==> config.mk <==
export PLATFORM = sky130hd
export DESIGN_NAME = sampled_frame_receiver
export DESIGN_NICKNAME = d
export VERILOG_FILES = /design/src/rtl/sfr_pkg.sv /design/src/rtl/sampled_frame_receiver.sv /design/src/rtl/sfr_core.sv
export SDC_FILE = /design/constraint.sdc
export NUM_CORES = 1
export LEC_CHECK = 0
export BUFFER_PORTS_ARGS = -buffer_cell sky130_fd_sc_hd__buf_2
export CORE_ASPECT_RATIO = 0.8
export CORE_MARGIN = 1.5
export CORE_UTILIZATION = 56
export CTS_CLUSTER_SIZE = 30
export DETAILED_ROUTE_END_ITERATION = 10
export PLACE_DENSITY = 0.85
export SLEW_MARGIN = 20
export SYNTH_ARGS = -nofsm -noshare
export SYNTH_HDL_FRONTEND = slang
export SYNTH_SLANG_ARGS = --single-unit
==> constraint.sdc <==
create_clock -name clk -period 6.5 [get_ports clk]
set_clock_uncertainty 0.15 [all_clocks]
set_input_delay 0.65 -clock clk [delete_from_list [all_inputs] [get_ports clk]]
set_output_delay 0.65 -clock clk [all_outputs]
set_load 0.1 [all_outputs]
==> src/rtl/sfr_pkg.sv <==
// shared types and constants for the sampled frame receiver
// no dependencies; imported by sfr_core and sampled_frame_receiver
package sfr_pkg;

  localparam int FrameBitsDefault = 34;
  localparam int IndexWidth       = 6;
  localparam int WordWidth        = 32;
  localparam int CountWidth       = 8;

  localparam logic [CountWidth-1:0] CountMax   = 8'hff;
  localparam logic [CountWidth-1:0] LimitReset = 8'd5;

  // register map, index = byte address / 4
  localparam logic RegInvertLine = 1'b0;
  localparam logic RegErrorLimit = 1'b1;

  // kind of an input transfer
  localparam logic ReqStart = 1'b0;
  localparam logic ReqTick  = 1'b1;

  typedef enum logic [1:0] {
    StatusOk       = 2'd0,
    StatusNoEdge   = 2'd1,
    StatusBadFrame = 2'd2,
    StatusParity   = 2'd3
  } status_t;

  typedef struct packed {
    status_t                 status;
    logic [WordWidth-1:0]    frame_word;
    logic [CountWidth-1:0]   error_total;
    logic                    resync_needed;
  } result_t;

  typedef struct packed {
    logic                  invert_line;
    logic [CountWidth-1:0] error_limit;
  } config_t;

endpackage

==> src/rtl/sampled_frame_receiver.sv <==
// sampled frame receiver: input register, step logic, then result register; throughput
// one input transfer per cycle while the result register is empty or m_axis_tready high;
// the step logic between input and result register sets this
// rst (synchronous, active high) clears frame state, error count, valid flags and
// configuration (invert_line 0, error_limit 5)
// top level; depends on sfr_pkg and sfr_core
module sampled_frame_receiver import sfr_pkg::*; #(
  parameter int FRAME_BITS = FrameBitsDefault
) (
  input  logic        clk,
  input  logic        rst,

  // input stream
  input  logic        s_axis_tvalid,
  output logic        s_axis_tready,
  input  logic [7:0]  s_axis_tdata,   // [0] line_level, [1] edge_seen, [7:2] zero
  input  logic        s_axis_tuser,   // [0] req_type

  // result stream
  output logic        m_axis_tvalid,
  input  logic        m_axis_tready,
  // [31:0] frame_word, [34:32] message_type, [42:35] data_identifier,
  // [58:43] data_value, [66:59] error_total, [67] resync_needed, [71:68] zero
  output logic [71:0] m_axis_tdata,
  output logic [1:0]  m_axis_tuser,   // [1:0] status

  // configuration port
  input  logic        psel,
  input  logic        penable,
  input  logic        pwrite,
  input  logic [2:0]  paddr,
  input  logic [31:0] pwdata,
  output logic [31:0] prdata,
  output logic        pready
);

  // configuration registers
  config_t cfg;
  logic    cfg_write;

  // input register
  logic in_valid;
  logic in_req_type;
  logic in_line_level;
  logic in_edge_seen;

  // result register
  logic    out_valid;
  result_t out_res;

  logic    advance;
  logic    res_valid;
  result_t res;

  assign pready    = 1'b1;
  assign cfg_write = psel && penable && pwrite && pready;

  always_ff @(posedge clk) begin
    if (rst) begin
      cfg.invert_line <= 1'b0;
      cfg.error_limit <= LimitReset;
    end else if (cfg_write) begin
      unique case (paddr[2])
        RegInvertLine: cfg.invert_line <= pwdata[0];
        RegErrorLimit: cfg.error_limit <= pwdata[CountWidth-1:0];
        default: ;
      endcase
    end
  end

  always_comb begin
    unique case (paddr[2])
      RegInvertLine: prdata = {31'd0, cfg.invert_line};
      RegErrorLimit: prdata = {{(32-CountWidth){1'b0}}, cfg.error_limit};
      default:       prdata = '0;
    endcase
  end

  // pipeline moves when the result register is empty or being drained
  assign advance       = !out_valid || m_axis_tready;
  assign s_axis_tready = !in_valid || advance;

  always_ff @(posedge clk) begin
    if (rst) begin
      in_valid <= 1'b0;
    end else if (s_axis_tready) begin
      in_valid <= s_axis_tvalid;
    end
  end

  always_ff @(posedge clk) begin
    if (s_axis_tready && s_axis_tvalid) begin
      in_req_type   <= s_axis_tuser;
      in_line_level <= s_axis_tdata[0];
      in_edge_seen  <= s_axis_tdata[1];
    end
  end

  // one step per held sample, taken when the result side can absorb it
  sfr_core #(
    .FRAME_BITS(FRAME_BITS)
  ) u_core (
    .clk       (clk),
    .rst       (rst),
    .step      (in_valid && advance),
    .req_type  (in_req_type),
    .line_level(in_line_level),
    .edge_seen (in_edge_seen),
    .cfg       (cfg),
    .res_valid (res_valid),
    .res       (res)
  );

  always_ff @(posedge clk) begin
    if (rst) begin
      out_valid <= 1'b0;
    end else if (advance) begin
      out_valid <= res_valid;
    end
  end

  always_ff @(posedge clk) begin
    if (advance && res_valid) begin
      out_res <= res;
    end
  end

  // message fields are slices of the frame word, zero when it is
  assign m_axis_tvalid = out_valid;
  assign m_axis_tuser  = out_res.status;
  assign m_axis_tdata  = {4'd0,
                          out_res.resync_needed,
                          out_res.error_total,
                          out_res.frame_word[15:0],
                          out_res.frame_word[23:16],
                          out_res.frame_word[30:28],
                          out_res.frame_word};

endmodule

==> src/rtl/sfr_core.sv <==
// frame decoding state and per-sample step logic
// depends on sfr_pkg
module sfr_core import sfr_pkg::*; #(
  parameter int FRAME_BITS = FrameBitsDefault
) (
  input  logic    clk,
  input  logic    rst,
  input  logic    step,
  input  logic    req_type,
  input  logic    line_level,
  input  logic    edge_seen,
  input  config_t cfg,
  output logic    res_valid,
  output result_t res
);

  localparam logic [IndexWidth-1:0] LastIdx = IndexWidth'(FRAME_BITS - 1);
  localparam logic [IndexWidth-1:0] EndIdx  = IndexWidth'(FRAME_BITS);

  logic [IndexWidth-1:0] bit_index, bit_index_next;
  logic [WordWidth-1:0]  shift_word, shift_word_next;
  logic                  parity_odd, parity_odd_next;
  logic [CountWidth-1:0] error_count, error_count_next;
  logic                  receiving, receiving_next;

  logic                  sample;
  logic [CountWidth-1:0] count_up;
  logic [CountWidth-1:0] count_down;
  logic                  fail;
  status_t               fail_status;

  assign sample     = line_level ^ cfg.invert_line;
  assign count_up   = (error_count == CountMax) ? CountMax : error_count + 1'b1;
  assign count_down = (error_count == '0) ? '0 : error_count - 1'b1;

  always_comb begin
    bit_index_next   = bit_index;
    shift_word_next  = shift_word;
    parity_odd_next  = parity_odd;
    error_count_next = error_count;
    receiving_next   = receiving;
    res_valid        = 1'b0;
    fail             = 1'b0;
    fail_status      = StatusOk;
    res.status        = StatusOk;
    res.frame_word    = shift_word;
    res.error_total   = count_down;
    res.resync_needed = 1'b0;

    if (step) begin
      if (req_type == ReqStart) begin
        bit_index_next  = '0;
        shift_word_next = '0;
        parity_odd_next = 1'b0;
        receiving_next  = 1'b1;
      end else if (receiving) begin
        if (bit_index < EndIdx) begin
          if (bit_index != '0 && !edge_seen) begin
            fail        = 1'b1;
            fail_status = StatusNoEdge;
          end else if ((bit_index == '0 || bit_index == LastIdx) && !sample) begin
            fail        = 1'b1;
            fail_status = StatusBadFrame;
          end else begin
            parity_odd_next = parity_odd ^ sample;
            if (bit_index != '0 && bit_index != LastIdx) begin
              shift_word_next = {shift_word[WordWidth-2:0], sample};
            end
            bit_index_next = bit_index + 1'b1;
          end
        end else if (parity_odd) begin
          fail        = 1'b1;
          fail_status = StatusParity;
        end else begin
          error_count_next = count_down;
          receiving_next   = 1'b0;
          res_valid        = 1'b1;
        end

        if (fail) begin
          error_count_next  = count_up;
          receiving_next    = 1'b0;
          res_valid         = 1'b1;
          res.status        = fail_status;
          res.frame_word    = '0;
          res.error_total   = count_up;
          res.resync_needed = (count_up >= cfg.error_limit);
        end
      end
    end
  end

  always_ff @(posedge clk) begin
    if (rst) begin
      bit_index   <= '0;
      shift_word  <= '0;
      parity_odd  <= 1'b0;
      error_count <= '0;
      receiving   <= 1'b0;
    end else begin
      bit_index   <= bit_index_next;
      shift_word  <= shift_word_next;
      parity_odd  <= parity_odd_next;
      error_count <= error_count_next;
      receiving   <= receiving_next;
    end
  end

endmodule
# Yosys cells after proc, flatten, opt, wreduce, memory -nomap -nowiden
# Cells that the tools add are included.
[classes] muxes=47 eq_ne=10 bitwise_logic=3 n_reduce_logical=24 n_addsub=3 magnitude_cmp=2
[ops] cell="$mux 32" n=6
[ops] cell="$mux 41" n=4
[ops] cell="$pmux 32 s2" n=1
[ops] cell="$mux 8" n=5
[ops] cell="$mux 6" n=5
[ops] cell="$mux 1" n=22
[ops] cell="$reduce_and 5->1" n=2
[ops] cell="$add 8x1->8 const B" n=1
[ops] cell="$eq 8x8->1 const B" n=1
[ops] cell="$ge 8x8->1" n=1
[ops] cell="$logic_and 1x1->1" n=8
[ops] cell="$logic_not 8->1" n=1
[ops] cell="$mux 2" n=4
[ops] cell="$ne 2x2->1 const B" n=4
[ops] cell="$sub 8x1->8 const B" n=1
[ops] cell="$add 6x1->6 const B" n=1
[ops] cell="$eq 6x6->1 const B" n=1
[ops] cell="$logic_not 6->1" n=1
[ops] cell="$lt 6x6->1 const B" n=1
[ops] cell="$ne 2x1->1 const B" n=3
[ops] cell="$ne 6x6->1 const B" n=1
[ops] cell="$reduce_and 6->1" n=1
[ops] cell="$reduce_bool 6->1" n=1
[ops] cell="$logic_not 1->1" n=4
[ops] cell="other kinds (5)" n=9
[word_totals] in_bits=51 output_inout_bits=109 register_bits=105

# Longest topological paths before layout
[depth] ltp_word=14 ltp_mapped=10

# By module
# From an unflattened synthesis, not the netlist that was laid out.
[unflattened] hier_cells=492 hier_area_um2=5277.6
[by_module_without_submodules] mod="sfr_core" instances=1 seq_area_each_um2=960.9 cells_each=328 area_per_inst_um2=2905.3
[by_module_without_submodules] mod="sampled_frame_receiver" instances=1 seq_area_each_um2=1601.5 cells_each=164 area_per_inst_um2=2372.3

# Worst setup path after synthesis
# Ideal clock, no wire load.
[synth_path] path_type="input-to-output" from="input paddr[2]" to="output prdata[1]" arrival_time_ns=2.072 slack_ns=3.628 cell_stages=2 path_buffers=0 required_ns=5.700 path_cell_list="clkinv_1 > nor2_1"
[synth_between] elab_chain_len=2
[synth_lines] element="start: declaration" line_no="sampled_frame_receiver.sv:31" text="input logic [2:0] paddr,"
[synth_lines] element="$not 1->1 (no source line)"
[synth_lines] element="$pmux 32 s2 (*)" line_no="sampled_frame_receiver.sv:72" text="unique case (paddr[2])"
[synth_lines] element="end: declaration" line_no="sampled_frame_receiver.sv:33" text="output logic [31:0] prdata,"
# Mark *: on every way between the ends. The rest lies on a longest branch, timed or not. The select of a mux whose other input is x is not followed.

# Final worst setup path
[layout_path] from="register u_core.bit_index[1]" to="register u_core.error_count[5]"
[layout_between] elab_chain_len=11 word_cells_on_any_way=17 cone_classes="1 x order compare; 3 x eq/ne; 7 x mux; 6 x reduce/logical"
[layout_lines] element="start: declaration" line_no="sfr_core.sv:20" text="logic [IndexWidth-1:0] bit_index, bit_index_next;"
[layout_lines] element="start signal: assignment" line_no="sfr_core.sv:101" text="bit_index <= bit_index_next;"
[layout_lines] element="$eq 6x6->1 / $logic_not 6->1 (equally long branches)" line_no="sfr_core.sv:61" text="end else if ((bit_index == '0 || bit_index == LastIdx) && !sample) begin"
[layout_lines] element="$logic_or 1x1->1" line_no="sfr_core.sv:61"
[layout_lines] element="$logic_and 1x1->1" line_no="sfr_core.sv:61"
[layout_lines] element="$mux 1" line_no="sfr_core.sv:61"
[layout_lines] element="$mux 1" line_no="sfr_core.sv:58" text="if (bit_index != '0 && !edge_seen) begin"
[layout_lines] element="$mux 1" line_no="sfr_core.sv:57" text="if (bit_index < EndIdx) begin"
[layout_lines] element="$mux 1" line_no="sfr_core.sv:56" text="end else if (receiving) begin"
[layout_lines] element="$mux 1" line_no="sfr_core.sv:51" text="if (req_type == ReqStart) begin"
[layout_lines] element="$mux 1" line_no="sfr_core.sv:50" text="if (step) begin"
[layout_lines] element="$ne 2x2->1 (no source line)"
[layout_lines] element="$reduce_and 5->1 (no source line)"
[layout_lines] element="end signal: assignment" line_no="sfr_core.sv:104" text="error_count <= error_count_next;"
[layout_lines] element="end: declaration" line_no="sfr_core.sv:23" text="logic [CountWidth-1:0] error_count, error_count_next;"
# Parallel ways exist; a longest one is shown, timed or not. The select of a mux whose other input is x is not followed.
# A chain may end at the register's enable or synchronous reset.

==> flow_summary.json <==
{
  "status": "finished clean",
  "max_slew.worst_pin.slew_ns": 1.10,
  "clock_power_share": 0.406,
  "start_kind": "flop",
  "die_y_um": 89.9,
  "grt_pass1_vias": 3699,
  "clock_path_buffers": 2,
  "synth_top_family_by_area": "simple AND/OR/NAND/NOR gates",
  "yosysWarnings": 0,
  "synthTopCellsByCount": "dfxtp_1 (59), buf_4 (57), a21oi_1 (52)",
  "netlist.area_leader.share": 0.261,
  "row_count": 31,
  "synth-main-ff-cell": "dfxtp_1",
  "cts_tree": "built",
  "r2r-start": "u_core.bit_index[1]",
  "synth_top_cell_by_area": "edfxtp_1",
  "boundaryPins": 160,
  "internal_power_uw": 1020,
  "p_comb_frac": 0.102,
  "netlist_area_mm2": 0.00528,
  "worst_hold_path.endpoint": "cfg[6]",
  "drive_gt1_frac": 0.215,
  "grt_pass1_wl_um": 17600,
  "drc": 0,
  "synthAdderAreaFrac": 0.0332,
  "die_area_mm2": 0.0100,
  "hpwlAfterDp_um": 7060,
  "synth_compound_area_frac": 0.150,
  "dr_total_vias": 4200,
  "path_clk_slew_ns": 0.07,
  "max-cap-violations": 0,
  "layout.nets": 666,
  "rr_endpoint": "u_core.error_count[5]",
  "wl_per_cell_um": 15.1,
  "drt_iter0_drc": 411,
  "fin_crit_sh": 0.470,
  "end_kind": "flop",
  "p_sw_frac": 0.278,
  "hold_path.startpoint": "cfg[6]",
  "h-tree-depth": 3,
  "arrival_ns": 3.14,
  "hold_viol": 0,
  "avgSynthCellArea_um2": 9.50,
  "fin_total_pwr_uw": 1410,
  "grt_antenna_before_repair": 0,
  "die_width_um": 112,
  "ir_worst_vdd_mv": 0.125,
  "slew_violations": 0,
  "grt_overflow": 0,
  "clk_latency_ns": 0.34,
  "synth_edf_count": 46,
  "core_mm2": 0.00911,
  "cp.required_ns": 6.58,
  "finalSetupTns_ns": 0,
  "syn_inst": 556,
  "p_sw_uw": 393,
  "drt.antenna.violating_nets": 0,
  "drt_wl_total_um": 10900,
  "power_frac_seq": 0.492,
  "cts_sinks": 105,
  "grtUsageTotal": 0.213,
  "holdPathStages": 2,
  "min-delay-path-class": "reg -> reg",
  "synth-async-reset-ratio": 0,
  "synth_area_leaders": "edfxtp_1 (26%), dfxtp_1 (22%), buf_4 (8.1%)",
  "min_period_ns": 3.06,
  "p_per_area_mw_per_mm2": 243,
  "port_buffers": 98,
  "synth_xor_area_frac": 0.0149,
  "cts_resized": 0,
  "grt_max_degree": 59,
  "synth.ff_latch_count": 105,
  "setup_viol": 0,
  "gp_congestion": 0.919,
  "post_cts_buffers": 0,
  "yosysSeqAreaShare": 0.485,
  "rsz0062_at_grt": "false",
  "firstDrtPassIters": 5,
  "rrSetupSlack_ns": 3.44,
  "ys_types": 54,
  "synthMuxAreaShare": 0.0102,
  "reg2reg_depth": 8,
  "initial_core_util": 0.580,
  "yosys.area_share.simple": 0.185,
  "fmax_mhz": 327,
  "crit_type": "reg -> reg",
  "drt-vias-per-instance": 5.83,
  "path_max_fanout": 38,
  "p_leak_uw": 0.00240,
  "num_antenna_cells": 0,
  "relSlewSlack": 0.266,
  "root_buffer": "clkbuf_16",
  "cts_made_buffers": 9,
  "synth.most_common_cell": "dfxtp_1",
  "hold_buffers": 0,
  "area_growth_pct": 10.1
}
## cell families after synthesis
| kind of cell | after synthesis |
|---|---|
| xor gates and xnor gates | 9 |
| other | 2 |
| DFF | 105 |
| buffers and inverters | 110 |
| and+or+nand+nor | 181 |
| AOI/OAI and AO/OA | 130 |
| adders and majority gates | 14 |
| muxes | 5 |
## registers in the layout, indices dropped and copies added, names as in the netlist, 2 cells and up
| name | flops |
|---|---|
| cfg | 9 |
| u_core.error_count | 8 |
| m_axis_tuser | 2 |
| u_core.bit_index | 6 |
| u_core.shift_word | 32 |
| m_axis_tdata | 41 |
## final cells by class
class / instances / area [um^2]
flip-flops and latches: 105 / 2560
fillers: 730 / 3300
repair buffers: 101 / 520
multi-input cells: 368 / 2210
clock buffers: 9 / 225
well taps: 115 / 144
clock inverters: 7 / 97.6
inverters: 16 / 60.1
## placed cells by master, fill, tap and decap left out, types with 9 or more instances in the layout
| cell | count |
|---|---|
| a21oi_1 | 52 |
| and2_1 | 35 |
| buf_2 | 98 |
| clkbuf_16 | 9 |
| conb_1 | 29 |
| dfxtp_1 | 59 |
| edfxtp_1 | 46 |
| ha_1 | 14 |
| inv_1 | 15 |
| nand2_1 | 28 |
| nand4_1 | 34 |
| nor2_1 | 37 |
| o21ai_0 | 40 |
| xnor2_1 | 9 |
## stage by stage
step / cells / utilization / area [um^2] / setup slack (ns) / hold slack, ns
detailed placement: 704 / 0.600 / 5470 / 3.07 / 0.298
global placement: 704 / 0.600 / 5470 / 3.25 / 0.296
finish: 721 / 0.638 / 5820 / 3.44 / 0.307
global route: 721 / 0.638 / 5820 / 3.26 / 0.317
floorplan: 583 / - / 5380 / 3.63 / 0.286
CTS: 720 / 0.635 / 5790 / 3.00 / 0.309
## routing by layer
layer / share of wire / routed length (um) / track usage / up-vias
met5: 0 / 0 / 0 / -
met4: 0.012 / 125 / 0.0570 / 0
met3: 0.082 / 896 / 0.0499 / 19
met2: 0.48 / 5230 / 0.352 / 223
met1: 0.42 / 4620 / 0.284 / 1970
li1: - / - / - / 1988
## power groups by stage
stage,clock network [uW],registers [uW],logic [uW]
after CTS,578,697,138
after floorplan,0,708,137
final,572,694,144
after detailed placement,0,712,137
after global routing,607,694,150
after global placement,0,711,135
## worst max-delay path, cell delays in order, from the launching register on
cell and delay (ns):
dfxtp_1 0.44, inv_1 0.11, ha_1 0.21, nor2b_1 0.15
a21o_2 0.30, a31oi_4 0.64, buf_4 0.51, nor2_1 0.11
a2111oi_2 0.30
## how the worst max path moves through the flow
stage / start / to / slack (ns) / depth (start not counted)
2_1_floorplan: paddr[2] / prdata[1] / 3.63 / 2
3_3_place_gp: in_req_type / u_core.error_count[5] / 3.25 / 6
3_5_place_dp: in_req_type / u_core.error_count[5] / 3.07 / 6
4_1_cts: in_req_type / u_core.error_count[5] / 3.00 / 6
5_1_grt: u_core.bit_index[1] / u_core.error_count[7] / 3.26 / 8
6_report: u_core.bit_index[1] / u_core.error_count[5] / 3.44 / 8
No activity file was read; power rests on OpenSTA's default activity.
